## src/design/pfr_pkg.sv

```systemverilog
package pfr_pkg;

    localparam int BYTE_W    = 8;
    localparam int IDX_W     = 7;
    localparam int LEN_W     = 7;
    localparam int CNT_W     = 32;
    localparam int CFG_IDX_W = 3;

    // frame bytes around the payload: header, id (interleaved only), checksum
    localparam int OVH_ID     = 3;
    localparam int OVH_LEGACY = 2;

    typedef logic [CFG_IDX_W-1:0] t_cfg_idx;

    localparam t_cfg_idx CFG_INTERLEAVED = 3'd0;
    localparam t_cfg_idx CFG_HEADER      = 3'd1;
    localparam t_cfg_idx CFG_ID_IMU      = 3'd2;
    localparam t_cfg_idx CFG_ID_ORIENT   = 3'd3;
    localparam t_cfg_idx CFG_ID_NAV      = 3'd4;
    localparam t_cfg_idx CFG_LEN_IMU     = 3'd5;
    localparam t_cfg_idx CFG_LEN_ORIENT  = 3'd6;
    localparam t_cfg_idx CFG_LEN_NAV     = 3'd7;

    localparam logic              RST_INTERLEAVED = 1'b1;
    localparam logic [BYTE_W-1:0] RST_HEADER      = 8'd0;
    localparam logic [BYTE_W-1:0] RST_ID_IMU      = 8'd0;
    localparam logic [BYTE_W-1:0] RST_ID_ORIENT   = 8'd1;
    localparam logic [BYTE_W-1:0] RST_ID_NAV      = 8'd2;
    localparam logic [LEN_W-1:0]  RST_LEN_IMU     = 7'd36;
    localparam logic [LEN_W-1:0]  RST_LEN_ORIENT  = 7'd16;
    localparam logic [LEN_W-1:0]  RST_LEN_NAV     = 7'd69;

    typedef enum logic [1:0] {
        PH_HEADER  = 2'd0,
        PH_ID      = 2'd1,
        PH_COLLECT = 2'd2
    } t_phase;

    typedef enum logic [1:0] {
        KIND_UNKNOWN  = 2'd0,
        KIND_INERTIAL = 2'd1,
        KIND_ORIENT   = 2'd2,
        KIND_NAV      = 2'd3
    } t_kind;

    typedef enum logic [1:0] {
        ST_NONE  = 2'd0,
        ST_VALID = 2'd1,
        ST_ERROR = 2'd2
    } t_status;

    typedef enum logic [3:0] {
        S_IDLE,
        S_RD,
        S_PUSH_A,
        S_PUSH_B,
        S_PUSH_C,
        S_CK,
        S_CK_EVAL,
        S_RS_START,
        S_RS_SRCH,
        S_RS_MV0,
        S_RS_MOVE,
        S_RS_FIN,
        S_DONE
    } t_state;

    typedef enum logic {
        RET_PUSH,
        RET_ERR
    } t_ret;

    typedef enum logic [1:0] {
        WF_ZERO,
        WF_ONE,
        WF_POS
    } t_walk_from;

    typedef enum logic [1:0] {
        WM_CK,
        WM_SRCH,
        WM_MOVE
    } t_walk_mode;

    typedef struct packed {
        logic       in_ready;
        logic       rd_issue;
        logic       pre_clear;
        logic       clear;
        logic       push_apply;
        logic       walk_start;
        t_walk_from walk_from;
        logic       walk_step;
        t_walk_mode walk_mode;
        logic       rs_fin;
        logic       valid_inc;
        logic       err_inc;
        logic       out_load;
        t_status    out_status;
    } t_cmd;

    typedef struct packed {
        logic in_valid;
        logic in_op;
        logic full;
        logic fill_le1;
        logic id_bad;
        logic need_ck;
        logic walk_last;
        logic hit;
        logic ck_ok;
        logic out_free;
    } t_stat;

endpackage

```

## src/design/pfr_if.sv

```systemverilog
interface pfr_in_if;
    import pfr_pkg::*;

    logic              valid;
    logic              ready;
    logic              op;
    logic [BYTE_W-1:0] data_byte;
    logic [IDX_W-1:0]  read_index;

    modport source (output valid, op, data_byte, read_index, input ready);
    modport sink   (input valid, op, data_byte, read_index, output ready);
endinterface

interface pfr_out_if;
    import pfr_pkg::*;

    logic              valid;
    logic              ready;
    logic [1:0]        status;
    logic [1:0]        packet_kind;
    logic [BYTE_W-1:0] frame_length;
    logic [BYTE_W-1:0] read_data;
    logic [CNT_W-1:0]  valid_total;
    logic [CNT_W-1:0]  error_total;

    modport source (output valid, status, packet_kind, frame_length, read_data,
                    valid_total, error_total, input ready);
    modport sink   (input valid, status, packet_kind, frame_length, read_data,
                    valid_total, error_total, output ready);
endinterface

interface pfr_cfg_if;
    import pfr_pkg::*;

    logic                 valid;
    logic                 ready;
    logic [CFG_IDX_W-1:0] index;
    logic [BYTE_W-1:0]    data;

    modport source (output valid, index, data, input ready);
    modport sink   (input valid, index, data, output ready);
endinterface

```

## src/design/sensor_packet_framer_resync.sv

```systemverilog
// channel   role    payload
// i_in_ch   sink    op, data_byte, read_index
// o_out_ch  source  status, packet_kind, frame_length, read_data, valid_total, error_total
// i_cfg_ch  sink    index, data (always ready out of reset)
//
// a read goes through S_RD to the result; a plain push through S_PUSH_A, S_PUSH_B and S_PUSH_C
// a push that ends a frame adds a checksum walk over the buffer, the new byte included
// a resync adds a header search, then a tail move
// all walks go one byte per cycle through the buffer's single read port
// synchronous active-low reset; buffer contents are not cleared
// results wait in an output register while the sink stalls
module sensor_packet_framer_resync #(
    parameter int BUFFER_DEPTH = 128
) (
    input logic       i_clk,
    input logic       i_rst_n,
    pfr_in_if.sink    i_in_ch,
    pfr_out_if.source o_out_ch,
    pfr_cfg_if.sink   i_cfg_ch
);
    import pfr_pkg::*;

    t_cmd  w_cmd;
    t_stat w_stat;

    pfr_ctrl u_ctrl (
        .i_clk   (i_clk),
        .i_rst_n (i_rst_n),
        .i_stat  (w_stat),
        .o_cmd   (w_cmd)
    );

    pfr_dp #(
        .BUFFER_DEPTH (BUFFER_DEPTH)
    ) u_dp (
        .i_clk    (i_clk),
        .i_rst_n  (i_rst_n),
        .i_in_ch  (i_in_ch),
        .o_out_ch (o_out_ch),
        .i_cfg_ch (i_cfg_ch),
        .i_cmd    (w_cmd),
        .o_stat   (w_stat)
    );

endmodule

```

## src/design/pfr_ctrl.sv

```systemverilog
module pfr_ctrl (
    input  logic           i_clk,
    input  logic           i_rst_n,
    input  pfr_pkg::t_stat i_stat,
    output pfr_pkg::t_cmd  o_cmd
);
    import pfr_pkg::*;

    t_state  r_state, n_state;
    t_ret    r_ret, n_ret;
    t_status r_status, n_status;
    t_state  ret_state;

    always_ff @(posedge i_clk) begin
        if (!i_rst_n) begin
            r_state  <= S_IDLE;
            r_ret    <= RET_PUSH;
            r_status <= ST_NONE;
        end else begin
            r_state  <= n_state;
            r_ret    <= n_ret;
            r_status <= n_status;
        end
    end

    assign ret_state = (r_ret == RET_PUSH) ? S_PUSH_C : S_DONE;

    always_comb begin
        n_state  = r_state;
        n_ret    = r_ret;
        n_status = r_status;
        o_cmd    = '0;
        unique case (r_state)
            S_IDLE: begin
                o_cmd.in_ready = 1'b1;
                if (i_stat.in_valid) begin
                    n_status = ST_NONE;
                    n_state  = i_stat.in_op ? S_RD : S_PUSH_A;
                end
            end
            S_RD: begin
                o_cmd.rd_issue = 1'b1;
                n_state        = S_DONE;
            end
            S_PUSH_A: begin
                o_cmd.pre_clear = 1'b1;
                n_state         = S_PUSH_B;
            end
            S_PUSH_B: begin
                // full buffer: silent resync before the byte is taken
                if (i_stat.full) begin
                    n_ret   = RET_PUSH;
                    n_state = S_RS_START;
                end else begin
                    n_state = S_PUSH_C;
                end
            end
            S_PUSH_C: begin
                if (i_stat.full) begin
                    o_cmd.clear = 1'b1;
                end else begin
                    o_cmd.push_apply = 1'b1;
                    if (i_stat.id_bad) begin
                        o_cmd.err_inc = 1'b1;
                        n_ret         = RET_ERR;
                        n_status      = ST_ERROR;
                        n_state       = S_RS_START;
                    end else if (i_stat.need_ck) begin
                        o_cmd.walk_start = 1'b1;
                        o_cmd.walk_from  = WF_ZERO;
                        n_state          = S_CK;
                    end else begin
                        n_state = S_DONE;
                    end
                end
            end
            S_CK: begin
                o_cmd.walk_step = 1'b1;
                o_cmd.walk_mode = WM_CK;
                if (i_stat.walk_last) begin
                    n_state = S_CK_EVAL;
                end
            end
            S_CK_EVAL: begin
                if (i_stat.ck_ok) begin
                    o_cmd.valid_inc = 1'b1;
                    n_status        = ST_VALID;
                    n_state         = S_DONE;
                end else begin
                    o_cmd.err_inc = 1'b1;
                    n_ret         = RET_ERR;
                    n_status      = ST_ERROR;
                    n_state       = S_RS_START;
                end
            end
            S_RS_START: begin
                if (i_stat.fill_le1) begin
                    o_cmd.clear = 1'b1;
                    n_state     = ret_state;
                end else begin
                    o_cmd.walk_start = 1'b1;
                    o_cmd.walk_from  = WF_ONE;
                    n_state          = S_RS_SRCH;
                end
            end
            S_RS_SRCH: begin
                o_cmd.walk_step = 1'b1;
                o_cmd.walk_mode = WM_SRCH;
                if (i_stat.hit) begin
                    n_state = S_RS_MV0;
                end else if (i_stat.walk_last) begin
                    o_cmd.clear = 1'b1;
                    n_state     = ret_state;
                end
            end
            S_RS_MV0: begin
                o_cmd.walk_start = 1'b1;
                o_cmd.walk_from  = WF_POS;
                n_state          = S_RS_MOVE;
            end
            S_RS_MOVE: begin
                o_cmd.walk_step = 1'b1;
                o_cmd.walk_mode = WM_MOVE;
                if (i_stat.walk_last) begin
                    n_state = S_RS_FIN;
                end
            end
            S_RS_FIN: begin
                o_cmd.rs_fin = 1'b1;
                n_state      = ret_state;
            end
            S_DONE: begin
                if (i_stat.out_free) begin
                    o_cmd.out_load   = 1'b1;
                    o_cmd.out_status = r_status;
                    n_state          = S_IDLE;
                end
            end
            default: begin
                n_state = S_IDLE;
            end
        endcase
    end

endmodule

```

## src/design/pfr_dp.sv

```systemverilog
module pfr_dp #(
    parameter int BUFFER_DEPTH = 128
) (
    input  logic          i_clk,
    input  logic          i_rst_n,
    pfr_in_if.sink        i_in_ch,
    pfr_out_if.source     o_out_ch,
    pfr_cfg_if.sink       i_cfg_ch,
    input  pfr_pkg::t_cmd i_cmd,
    output pfr_pkg::t_stat o_stat
);
    import pfr_pkg::*;

    localparam int AW = $clog2(BUFFER_DEPTH);
    localparam int FW = $clog2(BUFFER_DEPTH + 1);
    localparam int TW = (FW > 8) ? FW : 8;
    localparam int CW = (FW > IDX_W) ? FW : IDX_W;

    function automatic t_kind kind_of_id(input logic [BYTE_W-1:0] id,
                                         input logic [BYTE_W-1:0] imu,
                                         input logic [BYTE_W-1:0] ori,
                                         input logic [BYTE_W-1:0] nav);
        t_kind k;
        if (id == imu) begin
            k = KIND_INERTIAL;
        end else if (id == ori) begin
            k = KIND_ORIENT;
        end else if (id == nav) begin
            k = KIND_NAV;
        end else begin
            k = KIND_UNKNOWN;
        end
        return k;
    endfunction

    function automatic logic [LEN_W-1:0] len_of_kind(input t_kind k,
                                                     input logic [LEN_W-1:0] li,
                                                     input logic [LEN_W-1:0] lo,
                                                     input logic [LEN_W-1:0] ln);
        logic [LEN_W-1:0] l;
        case (k)
            KIND_INERTIAL: l = li;
            KIND_ORIENT:   l = lo;
            KIND_NAV:      l = ln;
            default:       l = '0;
        endcase
        return l;
    endfunction

    // configuration
    logic              r_interleaved;
    logic [BYTE_W-1:0] r_header, r_id_imu, r_id_ori, r_id_nav;
    logic [LEN_W-1:0]  r_len_imu, r_len_ori, r_len_nav;

    // parser state
    t_phase           r_phase, n_phase;
    logic [FW-1:0]    r_fill, n_fill;
    logic [LEN_W-1:0] r_expected, n_expected;
    t_kind            r_kind, n_kind;
    logic             r_done, n_done;
    logic [CNT_W-1:0] r_valid_cnt, n_valid_cnt;
    logic [CNT_W-1:0] r_error_cnt, n_error_cnt;

    // latched input item
    logic              r_op;
    logic [BYTE_W-1:0] r_byte;
    logic [IDX_W-1:0]  r_idx;
    logic              r_rd_en;

    // buffer walk
    logic [FW-1:0]     r_wi, r_wtag, r_pos;
    logic              r_wv;
    logic [BYTE_W-1:0] r_x, r_id;
    logic              r_hdr_ok, r_ck_ok;

    // frame buffer
    logic [BYTE_W-1:0] r_mem [BUFFER_DEPTH];
    logic [BYTE_W-1:0] r_q;
    logic              rd_en;
    logic [AW-1:0]     rd_addr;
    logic              mem_we;
    logic [AW-1:0]     mem_waddr;
    logic [BYTE_W-1:0] mem_wdata;

    // result register
    logic              r_out_valid;
    t_status           r_out_status;
    t_kind             r_out_kind;
    logic [BYTE_W-1:0] r_out_len, r_out_rd;
    logic [CNT_W-1:0]  r_out_vtot, r_out_etot;

    logic              in_xfer;
    logic              walk_last, hit, issue;
    t_kind             byte_kind, id_kind;
    logic [FW-1:0]     keep, mv_dst, wfrom;
    logic [TW-1:0]     total;
    logic [FW+7:0]     fill_ext;

    assign in_xfer = i_in_ch.valid && i_in_ch.ready;
    // nothing is taken while reset is held
    assign i_in_ch.ready  = i_cmd.in_ready && i_rst_n;
    assign i_cfg_ch.ready = i_rst_n;

    always_ff @(posedge i_clk) begin
        if (!i_rst_n) begin
            r_interleaved <= RST_INTERLEAVED;
            r_header      <= RST_HEADER;
            r_id_imu      <= RST_ID_IMU;
            r_id_ori      <= RST_ID_ORIENT;
            r_id_nav      <= RST_ID_NAV;
            r_len_imu     <= RST_LEN_IMU;
            r_len_ori     <= RST_LEN_ORIENT;
            r_len_nav     <= RST_LEN_NAV;
        end else if (i_cfg_ch.valid) begin
            unique case (i_cfg_ch.index)
                CFG_INTERLEAVED: r_interleaved <= i_cfg_ch.data[0];
                CFG_HEADER:      r_header      <= i_cfg_ch.data;
                CFG_ID_IMU:      r_id_imu      <= i_cfg_ch.data;
                CFG_ID_ORIENT:   r_id_ori      <= i_cfg_ch.data;
                CFG_ID_NAV:      r_id_nav      <= i_cfg_ch.data;
                CFG_LEN_IMU:     r_len_imu     <= i_cfg_ch.data[LEN_W-1:0];
                CFG_LEN_ORIENT:  r_len_ori     <= i_cfg_ch.data[LEN_W-1:0];
                CFG_LEN_NAV:     r_len_nav     <= i_cfg_ch.data[LEN_W-1:0];
                default: ;
            endcase
        end
    end

    always_ff @(posedge i_clk) begin
        if (in_xfer) begin
            r_op   <= i_in_ch.op;
            r_byte <= i_in_ch.data_byte;
            r_idx  <= i_in_ch.read_index;
        end
        if (i_cmd.rd_issue) begin
            r_rd_en <= (CW'(r_idx) < CW'(r_fill));
        end
    end

    assign byte_kind = kind_of_id(r_byte, r_id_imu, r_id_ori, r_id_nav);
    assign id_kind   = kind_of_id(r_id, r_id_imu, r_id_ori, r_id_nav);
    assign keep      = r_fill - r_pos;
    assign mv_dst    = r_wtag - r_pos;
    assign total     = TW'(r_expected) + (r_interleaved ? TW'(OVH_ID) : TW'(OVH_LEGACY));
    assign fill_ext  = {8'd0, r_fill};

    assign walk_last = r_wv && (r_wtag == r_fill - FW'(1));
    assign hit       = i_cmd.walk_step && (i_cmd.walk_mode == WM_SRCH) && r_wv
                       && (r_q == r_header);
    assign issue     = i_cmd.walk_step && !i_cmd.walk_start && (r_wi < r_fill);

    always_comb begin
        case (i_cmd.walk_from)
            WF_ZERO: wfrom = '0;
            WF_ONE:  wfrom = FW'(1);
            default: wfrom = r_pos;
        endcase
    end

    // parser updates
    always_comb begin
        n_phase     = r_phase;
        n_fill      = r_fill;
        n_expected  = r_expected;
        n_kind      = r_kind;
        n_done      = r_done;
        n_valid_cnt = r_valid_cnt;
        n_error_cnt = r_error_cnt;
        mem_we      = 1'b0;
        mem_waddr   = r_fill[AW-1:0];
        mem_wdata   = r_byte;

        if (i_cmd.clear || (i_cmd.pre_clear && r_done)) begin
            n_phase    = PH_HEADER;
            n_fill     = '0;
            n_expected = '0;
            n_kind     = KIND_UNKNOWN;
        end
        if (i_cmd.pre_clear) begin
            n_done = 1'b0;
        end

        if (i_cmd.push_apply) begin
            case (r_phase)
                PH_ID: begin
                    mem_we = 1'b1;
                    n_fill = r_fill + FW'(1);
                    if (byte_kind != KIND_UNKNOWN) begin
                        n_expected = len_of_kind(byte_kind, r_len_imu, r_len_ori, r_len_nav);
                        n_kind     = byte_kind;
                        n_phase    = PH_COLLECT;
                    end
                end
                PH_COLLECT: begin
                    mem_we = 1'b1;
                    n_fill = r_fill + FW'(1);
                end
                default: begin
                    if (r_byte == r_header) begin
                        mem_we    = 1'b1;
                        mem_waddr = '0;
                        n_fill    = FW'(1);
                        if (r_interleaved) begin
                            n_phase = PH_ID;
                        end else begin
                            n_expected = r_len_imu;
                            n_kind     = KIND_INERTIAL;
                            n_phase    = PH_COLLECT;
                        end
                    end
                end
            endcase
        end

        // move step: tail byte goes down by the header offset
        if (i_cmd.walk_step && (i_cmd.walk_mode == WM_MOVE) && r_wv) begin
            mem_we    = 1'b1;
            mem_waddr = mv_dst[AW-1:0];
            mem_wdata = r_q;
        end

        if (i_cmd.rs_fin) begin
            n_fill = keep;
            if (r_interleaved) begin
                if (keep >= FW'(2)) begin
                    if (id_kind == KIND_UNKNOWN) begin
                        n_phase    = PH_HEADER;
                        n_fill     = '0;
                        n_expected = '0;
                        n_kind     = KIND_UNKNOWN;
                    end else begin
                        n_expected = len_of_kind(id_kind, r_len_imu, r_len_ori, r_len_nav);
                        n_kind     = id_kind;
                        n_phase    = PH_COLLECT;
                    end
                end else begin
                    n_phase = PH_ID;
                end
            end else begin
                n_expected = r_len_imu;
                n_kind     = KIND_INERTIAL;
                n_phase    = PH_COLLECT;
            end
        end

        if (i_cmd.valid_inc) begin
            n_valid_cnt = r_valid_cnt + CNT_W'(1);
            n_done      = 1'b1;
        end
        if (i_cmd.err_inc) begin
            n_error_cnt = r_error_cnt + CNT_W'(1);
        end
    end

    always_ff @(posedge i_clk) begin
        if (!i_rst_n) begin
            r_phase     <= PH_HEADER;
            r_fill      <= '0;
            r_expected  <= '0;
            r_kind      <= KIND_UNKNOWN;
            r_done      <= 1'b0;
            r_valid_cnt <= '0;
            r_error_cnt <= '0;
        end else begin
            r_phase     <= n_phase;
            r_fill      <= n_fill;
            r_expected  <= n_expected;
            r_kind      <= n_kind;
            r_done      <= n_done;
            r_valid_cnt <= n_valid_cnt;
            r_error_cnt <= n_error_cnt;
        end
    end

    // walk engine: one buffer read issued per step, consumed in the cycle after
    always_ff @(posedge i_clk) begin
        if (!i_rst_n) begin
            r_wv <= 1'b0;
        end else if (i_cmd.walk_start) begin
            r_wi     <= wfrom;
            r_wv     <= 1'b0;
            r_x      <= '0;
            r_hdr_ok <= 1'b0;
        end else if (i_cmd.walk_step) begin
            r_wv <= issue;
            if (issue) begin
                r_wtag <= r_wi;
                r_wi   <= r_wi + FW'(1);
            end
            if (r_wv) begin
                case (i_cmd.walk_mode)
                    WM_CK: begin
                        if (r_wtag == '0) begin
                            r_hdr_ok <= (r_q == r_header);
                        end else if (!walk_last) begin
                            r_x <= r_x ^ r_q;
                        end
                        if (walk_last) begin
                            r_ck_ok <= (r_fill >= FW'(2)) && r_hdr_ok && (r_x == r_q);
                        end
                    end
                    WM_SRCH: begin
                        if (hit) begin
                            r_pos <= r_wtag;
                        end
                    end
                    default: begin
                        if (r_wtag == r_pos + FW'(1)) begin
                            r_id <= r_q;
                        end
                    end
                endcase
            end
        end
    end

    assign rd_en   = issue || i_cmd.rd_issue;
    assign rd_addr = i_cmd.rd_issue ? AW'(r_idx) : r_wi[AW-1:0];

    always_ff @(posedge i_clk) begin
        if (mem_we) begin
            r_mem[mem_waddr] <= mem_wdata;
        end
        if (rd_en) begin
            r_q <= r_mem[rd_addr];
        end
    end

    // result register, frees the controller while the sink stalls
    always_ff @(posedge i_clk) begin
        if (!i_rst_n) begin
            r_out_valid <= 1'b0;
        end else if (i_cmd.out_load) begin
            r_out_valid <= 1'b1;
        end else if (o_out_ch.ready) begin
            r_out_valid <= 1'b0;
        end
        if (i_cmd.out_load) begin
            r_out_status <= i_cmd.out_status;
            r_out_kind   <= r_kind;
            r_out_len    <= fill_ext[7:0];
            r_out_rd     <= (r_op && r_rd_en) ? r_q : '0;
            r_out_vtot   <= r_valid_cnt;
            r_out_etot   <= r_error_cnt;
        end
    end

    assign o_out_ch.valid        = r_out_valid;
    assign o_out_ch.status       = r_out_status;
    assign o_out_ch.packet_kind  = r_out_kind;
    assign o_out_ch.frame_length = r_out_len;
    assign o_out_ch.read_data    = r_out_rd;
    assign o_out_ch.valid_total  = r_out_vtot;
    assign o_out_ch.error_total  = r_out_etot;

    always_comb begin
        o_stat.in_valid  = i_in_ch.valid;
        o_stat.in_op     = i_in_ch.op;
        o_stat.full      = (r_fill >= FW'(BUFFER_DEPTH));
        o_stat.fill_le1  = (r_fill <= FW'(1));
        o_stat.id_bad    = (r_phase == PH_ID) && (byte_kind == KIND_UNKNOWN);
        o_stat.need_ck   = (r_phase == PH_COLLECT) && ((TW'(r_fill) + TW'(1)) >= total);
        o_stat.walk_last = walk_last;
        o_stat.hit       = hit;
        o_stat.ck_ok     = r_ck_ok;
        o_stat.out_free  = !r_out_valid || o_out_ch.ready;
    end

endmodule
```

## src/flat_wrapper.sv

```systemverilog
// flat-port wrapper written by rule: the top's interface ports become plain ports
module sensor_packet_framer_resync_flat import pfr_pkg::*;
#(
    parameter int BUFFER_DEPTH = 128
)
  (i_clk, i_rst_n, i_in_ch_valid, i_in_ch_op, i_in_ch_data_byte, i_in_ch_read_index, i_in_ch_ready, o_out_ch_valid, o_out_ch_status, o_out_ch_packet_kind, o_out_ch_frame_length, o_out_ch_read_data, o_out_ch_valid_total, o_out_ch_error_total, o_out_ch_ready, i_cfg_ch_valid, i_cfg_ch_index, i_cfg_ch_data, i_cfg_ch_ready);
  pfr_in_if i_in_ch_i ();
  pfr_out_if o_out_ch_i ();
  pfr_cfg_if i_cfg_ch_i ();
  input logic i_clk;
  input logic i_rst_n;
  input wire logic [$bits(i_in_ch_i.valid)-1:0] i_in_ch_valid;
  input wire logic [$bits(i_in_ch_i.op)-1:0] i_in_ch_op;
  input wire logic [$bits(i_in_ch_i.data_byte)-1:0] i_in_ch_data_byte;
  input wire logic [$bits(i_in_ch_i.read_index)-1:0] i_in_ch_read_index;
  output wire logic [$bits(i_in_ch_i.ready)-1:0] i_in_ch_ready;
  output wire logic [$bits(o_out_ch_i.valid)-1:0] o_out_ch_valid;
  output wire logic [$bits(o_out_ch_i.status)-1:0] o_out_ch_status;
  output wire logic [$bits(o_out_ch_i.packet_kind)-1:0] o_out_ch_packet_kind;
  output wire logic [$bits(o_out_ch_i.frame_length)-1:0] o_out_ch_frame_length;
  output wire logic [$bits(o_out_ch_i.read_data)-1:0] o_out_ch_read_data;
  output wire logic [$bits(o_out_ch_i.valid_total)-1:0] o_out_ch_valid_total;
  output wire logic [$bits(o_out_ch_i.error_total)-1:0] o_out_ch_error_total;
  input wire logic [$bits(o_out_ch_i.ready)-1:0] o_out_ch_ready;
  input wire logic [$bits(i_cfg_ch_i.valid)-1:0] i_cfg_ch_valid;
  input wire logic [$bits(i_cfg_ch_i.index)-1:0] i_cfg_ch_index;
  input wire logic [$bits(i_cfg_ch_i.data)-1:0] i_cfg_ch_data;
  output wire logic [$bits(i_cfg_ch_i.ready)-1:0] i_cfg_ch_ready;
  assign i_in_ch_i.valid = i_in_ch_valid;
  assign i_in_ch_i.op = i_in_ch_op;
  assign i_in_ch_i.data_byte = i_in_ch_data_byte;
  assign i_in_ch_i.read_index = i_in_ch_read_index;
  assign i_in_ch_ready = i_in_ch_i.ready;
  assign o_out_ch_valid = o_out_ch_i.valid;
  assign o_out_ch_status = o_out_ch_i.status;
  assign o_out_ch_packet_kind = o_out_ch_i.packet_kind;
  assign o_out_ch_frame_length = o_out_ch_i.frame_length;
  assign o_out_ch_read_data = o_out_ch_i.read_data;
  assign o_out_ch_valid_total = o_out_ch_i.valid_total;
  assign o_out_ch_error_total = o_out_ch_i.error_total;
  assign o_out_ch_i.ready = o_out_ch_ready;
  assign i_cfg_ch_i.valid = i_cfg_ch_valid;
  assign i_cfg_ch_i.index = i_cfg_ch_index;
  assign i_cfg_ch_i.data = i_cfg_ch_data;
  assign i_cfg_ch_ready = i_cfg_ch_i.ready;
  sensor_packet_framer_resync #(.BUFFER_DEPTH(BUFFER_DEPTH)) u_core (.i_clk(i_clk), .i_rst_n(i_rst_n), .i_in_ch(i_in_ch_i), .o_out_ch(o_out_ch_i), .i_cfg_ch(i_cfg_ch_i));
endmodule
```

## config.mk

```make
export PLATFORM = sky130hd
export DESIGN_NAME = sensor_packet_framer_resync_flat
export DESIGN_NICKNAME = d
export VERILOG_FILES = /design/src/design/pfr_pkg.sv /design/src/design/pfr_if.sv /design/src/design/sensor_packet_framer_resync.sv /design/src/design/pfr_ctrl.sv /design/src/design/pfr_dp.sv /design/src/flat_wrapper.sv
export SDC_FILE = /design/constraint.sdc
export NUM_CORES = 2
export LEC_CHECK = 0
export BUFFER_PORTS_ARGS = -buffer_cell sky130_fd_sc_hd__buf_2
export CORE_MARGIN = 4
export CORE_UTILIZATION = 56
export CTS_CLUSTER_SIZE = 40
export DETAILED_ROUTE_END_ITERATION = 10
export PLACE_DENSITY = 0.74
export SLEW_MARGIN = 10
export SYNTH_ARGS = -nofsm -noshare
export SYNTH_HDL_FRONTEND = slang
export SYNTH_SLANG_ARGS = --single-unit
export TNS_END_PERCENT = 50
```

## constraint.sdc

```tcl
create_clock -name i_clk -period 7.6 [get_ports i_clk]
set_clock_uncertainty 0.05 [all_clocks]
set_input_delay 1.14 -clock i_clk [delete_from_list [all_inputs] [get_ports i_clk]]
set_output_delay 1.14 -clock i_clk [all_outputs]
set_load 0.03 [all_outputs]
```

Yosys cells after proc, flatten, opt, wreduce, memory -nomap -nowiden:

Memories as Yosys holds them, arrays and structs flattened. A register that Yosys moved wholly into a read port is not among the register bits.
Index checks and enable logic that the tools add are counted.

* bits in registers: 290
* bits in writable memories: 1024
* input bits: 32
* output and inout bits: 87
* word-level logic and storage cells: 295
* memories: 1

Memories
* u_core.u_dp.r_mem: words 128, width 8, read ports 1, clocked after memory_dff 1, wr ports 1, line pfr_dp.sv:77 `logic [BYTE_W-1:0] r_mem [BUFFER_DEPTH];`

* add/sub/neg operators: 9
* order comparisons: 7
* eq/ne operators: 52
* multiplexer cells: 125
* bitwise gates (word level): 4
* reductions and logical operators: 60

Operators with widths (count)
* 8-bit two-way mux: 17
* 7-bit two-way mux: 14
* 8-bit == test: 11
* 32-bit by 1-bit adder with 32-bit output, second input constant: 2
* 2-bit two-way mux: 30
* 4-bit two-way mux: 13
* 4-bit case mux with 13 select lines: 1
* 7-bit case mux with 3 select lines: 2
* 1-bit two-way mux: 33
* 6-bit AND reduction: 5
* 8-bit by 1-bit adder with 8-bit output, second input constant: 3
* 4-bit == test, second input constant: 5
* 2-bit != test, second input constant: 10
* 3-bit case mux with 3 select lines: 2
* 2-bit AND reduction: 9
* 4-bit by 3-bit == test with 1-bit output, second input constant: 4
* 8-bit by 2-bit >= comparator with 1-bit output, second input constant: 2
* 1-bit logical AND: 16
* 8-bit case mux with 2 select lines: 1
* 2-bit nonzero test: 8
* 3-bit two-way mux: 5
* 7-bit case mux with 2 select lines: 1
* 2-bit == test, second input constant: 6
* 3-bit == test, second input constant: 4
* 32 further kinds: 53

Logic depth before layout (Yosys ltp):

* word-level depth: 17
* gate-level depth with buffers: 15
* gate-level depth less buffers: 13

By module:

Synthesis repeated with hierarchy kept, for this count alone.

* cell total of the unflattened synthesis: 3945
* area, all modules: 55256.7 µm²

By module, submodules not included
* pfr_dp: times used 1, cells an instance 3826, area each 54469.7 µm², seq. area each 38086.5 µm²
* pfr_ctrl: times used 1, cells an instance 119, area each 787.0 µm², seq. area each 140.1 µm²

Worst setup path before layout:

OpenSTA, ideal clock, no wires.

* path type: input-to-reg
* start: input port o_out_ch_ready
* end: register u_core.u_dp.r_out_status[0] (netlist: u_core.u_dp.o_out_ch.status[0]), data pin
* setup time: 174 ps
* data arrival time: 7458 ps
* required time: 7376 ps
* slack: -82 ps
* cell stages on the path: 3
* path buffers: 0
* path through: nor2b_1 -> nor3_1 -> and2_1

* longest elaborated chain between the ends: 2

RTL lines
* from (decl): line flat_wrapper.sv:24 `input wire logic [$bits(o_out_ch_i.ready)-1:0] o_out_ch_ready;`
* 1-bit logical OR: line pfr_dp.sv:366 `o_stat.out_free = !r_out_valid || o_out_ch.ready;`
* 2-bit AND reduction (no source line)
* to (signal assigned): line pfr_dp.sv:339 `r_out_status <= i_cmd.out_status;`
* to (decl): line pfr_dp.sv:87 `t_status r_out_status;`

Every way passes these cells.
A chain may end at the register's enable or synchronous reset.

Worst setup path after layout:

* start: register u_core.u_ctrl.r_state[0]
* end: register u_core.u_dp.r_q[7], read port of u_core.u_dp.r_mem, data pin

* longest elaborated chain between the ends: 6
* elaborated cells between the ends (all ways): 15
* classes of those cells: eq/ne (7); mux (4); reduce/logical (4)

RTL lines
* from (decl): line pfr_ctrl.sv:9 `t_state r_state, n_state;`
* from (signal assigned): line pfr_ctrl.sv:20 `r_state <= n_state;`
* 4-bit == test / 4-bit by 3-bit == test with 1-bit output (equally long branches): line pfr_ctrl.sv:33 `unique case (r_state)`
* 3-bit case mux with 3 select lines: line pfr_ctrl.sv:33
* 1-bit zero test: line pfr_dp.sv:150 `assign issue = i_cmd.walk_step && !i_cmd.walk_start && (r_wi < r_fill);`
* 1-bit logical AND (2 in series): line pfr_dp.sv:150
* 1-bit logical OR: line pfr_dp.sv:317 `assign rd_en = issue || i_cmd.rd_issue;`
* to (decl): line pfr_dp.sv:78 `logic [BYTE_W-1:0] r_q;`

Several ways; a longest one is shown, not always the timed one.

==> results.sh <==
export IMPL_synthTopCellsByArea="sky130_fd_sc_hd__edfxtp_1 64%, sky130_fd_sc_hd__dfxtp_1 5.4%, sky130_fd_sc_hd__nand2_1 5.2%, sky130_fd_sc_hd__mux4_2 3.4%, sky130_fd_sc_hd__nand3_1 2.2%"
export IMPL_critical_path_endpoint_type="flip-flop"
export IMPL_vias_per_cell=6.426
export IMPL_hpwlAfterDp_mm=88.90
export IMPL_drc=0
export IMPL_post_synth_cell_area_avg_um2=13.40
export IMPL_leakage_nw=20.02
export IMPL_ys_warnings_count=0
export IMPL_post_synth_num_cell_types=82
export IMPL_crit_chain="nor4b_4, buf_4, mux2_8, nor2_4, buf_4, a31oi_1, nand4_1, nand4_1, nor3_1, o221ai_1"
export IMPL_clk_pin_slew_ns=0.06
export IMPL_synth_compound_area_share_pct=7.094
export IMPL_finalPower_mw=17.94
export IMPL_die_x_um=320.7
export IMPL_synth_area_um2=54750
export IMPL_skew_pair_late_insertion_delay_ns=0.75
export IMPL_final_setup_tns_ns=0
export IMPL_timing_worst_slew_pin_value_ns=1.373
export IMPL_post_synth_top_area_fraction_pct=64.45
export IMPL_timing_critical_path_fanout_max=85
export IMPL_synth_cells_most_frequent="1175 x sky130_fd_sc_hd__edfxtp_1, 753 x sky130_fd_sc_hd__nand2_1, 299 x sky130_fd_sc_hd__nor2_1, 240 x sky130_fd_sc_hd__nand3_1, 185 x sky130_fd_sc_hd__a21oi_1"
export IMPL_cts_num_sinks=1322
export IMPL_postSynthNetCount=4166
export IMPL_globalRoute_totalOverflow=0
export IMPL_cp_data_required_time_ns=8.00
export IMPL_post_synth_fa_ha_maj_area_fraction_pct=1.143
export IMPL_timing_final_setup_violations=0
export IMPL_cellPowerDensity_nw_per_um2=295.1
export IMPL_nets=4262
export IMPL_maxCapViolations=0
export IMPL_floorplan_core_area_um2=96850
export IMPL_numPortBuffers=118
export IMPL_multi_input_area_um2=15460
export IMPL_wirelength_mm=144.5
export IMPL_max_slew_margin_rel_pct=8.155
export IMPL_hp_class="reg2reg"
export IMPL_post_route_cells_drive_above_1_share_pct=11.16
export IMPL_crit_slowest_cell="sky130_fd_sc_hd__nor2_4"
export IMPL_routed_wire_length_per_instance_um=26.00
export IMPL_start_util_pct=56.53
export IMPL_ys_ff_latch=1322
export IMPL_hold_violations=0
export IMPL_max_stage_delay_ns=1.05
export IMPL_final_cycle_utilization_of_the_critical_path_pct=68.10
export IMPL_antenna_diode_count=0
export IMPL_status="finished, final reports clean"
export IMPL_vias=35723
export IMPL_netlist_top_cell_by_area="sky130_fd_sc_hd__edfxtp_1"
export IMPL_clock_tree_htree_level_count=4
export IMPL_post_cts_repair_setup_buffers=0
export IMPL_global_route_usage_sum_pct=27.85
export IMPL_antenna_violations_before_repair=1
export IMPL_die_height_um=320.7
export IMPL_period_needed_ns=5.176
export IMPL_multiplexer_fraction_of_the_synthesized_cell_area_pct=4.596
export IMPL_die_area_um2=102800
export IMPL_largest_net_degree_at_the_start_of_global_routing=147
export IMPL_post_synth_top_count_cell="sky130_fd_sc_hd__edfxtp_1"
export IMPL_postSynth_asyncResetShare_pct=0
export IMPL_synth_edff_count=1175
export IMPL_drt_pre_antenna_iters=6
export IMPL_wire_length_of_the_first_global_routing_pass_mm=215.8
export IMPL_cts_tree="yes"
export IMPL_maxClockFrequency_ghz=0.1932
export IMPL_share_of_synthesized_cell_area_in_and_or_nand_and_nor_gates_pct=12.62
export IMPL_grt_setup_unrepaired="false"
export IMPL_cts_buffers_inserted=136
export IMPL_synth_xor_area_share_pct=2.512
export IMPL_initialDrtViolationCount=4941
export IMPL_postSynth_topFlopCell="sky130_fd_sc_hd__edfxtp_1"
export IMPL_cts_root_to_sink_buffers=3
export IMPL_via_count_of_the_first_global_routing_pass=34330
export IMPL_critical_path_at_ns=5.57
export IMPL_dominant_combinational_cell_family_by_area_after_synthesis="simple AND/OR/NAND/NOR gates"
export IMPL_area_growth_syn_to_layout_pct=11.05
export IMPL_startpoint_type="flip-flop"
export IMPL_seqCellArea_um2=38230
export IMPL_cts_root_buffer="sky130_fd_sc_hd__clkbuf_16"
export IMPL_place_congestion=0.9266
export IMPL_post_route_ant_nets=0
export IMPL_cts_hold_buf=0
export IMPL_cts_resized=0
export IMPL_post_syn_instances=4086
export IMPL_rows=114
export IMPL_vdd_drop_max_mv=0.2507
export IMPL_fillerInstances=7065
export IMPL_drv_slew=0
export IMPL_io_pin_count=119
export IMPL_synth_sequential_area_ratio_pct=69.83
export IMPL_timing_worst_setup_path_type="reg2reg"
-- flip-flops by register name, indices dropped and copies added, names as in the netlist, 32 cells and up --
register / flops
u_core.u_dp.o_out_ch.error_total: 32
u_core.u_dp.o_out_ch.valid_total: 32
u_core.u_dp.r_error_cnt: 32
u_core.u_dp.r_valid_cnt: 32
u_core.u_dp.r_mem: 1024
-- through the flow --
stage          util [%]  area [um^2]  setup slack (ns)  hold WS [ns]  cells
2_1_floorplan         -        54750             2.535        0.3529   4086
3_3_place_gp      58.27        56430             2.585        0.3927   5320
3_5_place_dp      58.27        56430             2.549        0.3939   5320
4_1_cts           62.77        60790             2.506        0.4076   5559
5_1_grt           62.77        60790             2.243        0.4275   5559
6_report          62.77        60790             2.424        0.4033   5559
-- path summary, 6_finish.rpt --
check | start | cells past startpoint | endpoint | slack (ns)
setup / recovery | u_core.u_ctrl.r_state[0]$_SDFFE_PN0P_ | 10 | u_core.u_dp.r_q[7]$_DFFE_PP_ | 2.42
hold / removal | u_core.u_dp.r_error_cnt[31]$_SDFFE_PN0P_ | 0 | u_core.u_dp.o_out_ch.error_total[31]$_DFFE_PP_ | 0.40
setup reg to reg | u_core.u_ctrl.r_state[0]$_SDFFE_PN0P_ | 10 | u_core.u_dp.r_q[7]$_DFFE_PP_ | 2.42
hold reg to reg | u_core.u_dp.r_error_cnt[31]$_SDFFE_PN0P_ | 0 | u_core.u_dp.o_out_ch.error_total[31]$_DFFE_PP_ | 0.40
-- metal layers --
| metal | vias to the layer above | routed length (um) | GRT usage [%] |
|---|---|---|---|
| met4 | 0 | 6489 | 11.98 |
| met1 | 17576 | 54320 | 37.74 |
| li1 | 15516 | - | - |
| met3 | 381 | 16000 | 5.824 |
| met5 | - | 0 | 0 |
| met2 | 2250 | 67700 | 44.24 |
-- kinds of logic after synthesis --
kind of cell | after synthesis
AOI/OAI and AO/OA | 603
buffers and inverters | 247
xor gates and xnor gates | 157
DFF | 1322
adders and majority gates | 49
and+or+nand+nor | 1563
muxes | 145
-- layout make-up --
type	instances	area share, %
flip-flops and latches	1322	62.88
multi-input cells	2517	25.43
clock buffers	171	6.092
well taps	1276	2.626
repair buffers	165	1.634
clock inverters	68	1.085
inverters	40	0.2511
-- where the power goes --
part | leakage, nW | switching (mW) | internal, mW
Clock | 2.12 | 2.72 | 3.83
Combinational | 6.11 | 2.14 | 0.895
Sequential | 11.8 | 0.158 | 8.19
Total | 20.0 | 5.03 | 12.9
-- critical path, delay by kind of cell, from the launching register on --
family | cells | cell delay, ns
muxes | 1 | 0.64
DFF | 1 | 0.72
and+or+nand+nor | 5 | 2.13
AOI/OAI and AO/OA | 2 | 0.38
buffers and inverters | 2 | 0.82
-- cells in the final DEF (no fill, tap or decap), types with 63 or more instances in the layout --
cell / instances
sky130_fd_sc_hd__nand4_1: 66
sky130_fd_sc_hd__nand2_1: 745
sky130_fd_sc_hd__mux4_2: 82
sky130_fd_sc_hd__nand3_1: 239
sky130_fd_sc_hd__a31oi_1: 87
sky130_fd_sc_hd__a22oi_1: 63
sky130_fd_sc_hd__buf_2: 118
sky130_fd_sc_hd__clkbuf_16: 143
sky130_fd_sc_hd__xnor2_1: 91
sky130_fd_sc_hd__a21oi_1: 185
sky130_fd_sc_hd__edfxtp_1: 1175
sky130_fd_sc_hd__xor2_1: 66
sky130_fd_sc_hd__nor2_1: 298
sky130_fd_sc_hd__o21ai_0: 91
sky130_fd_sc_hd__dfxtp_1: 147
(Power assumes the default switching activity.)
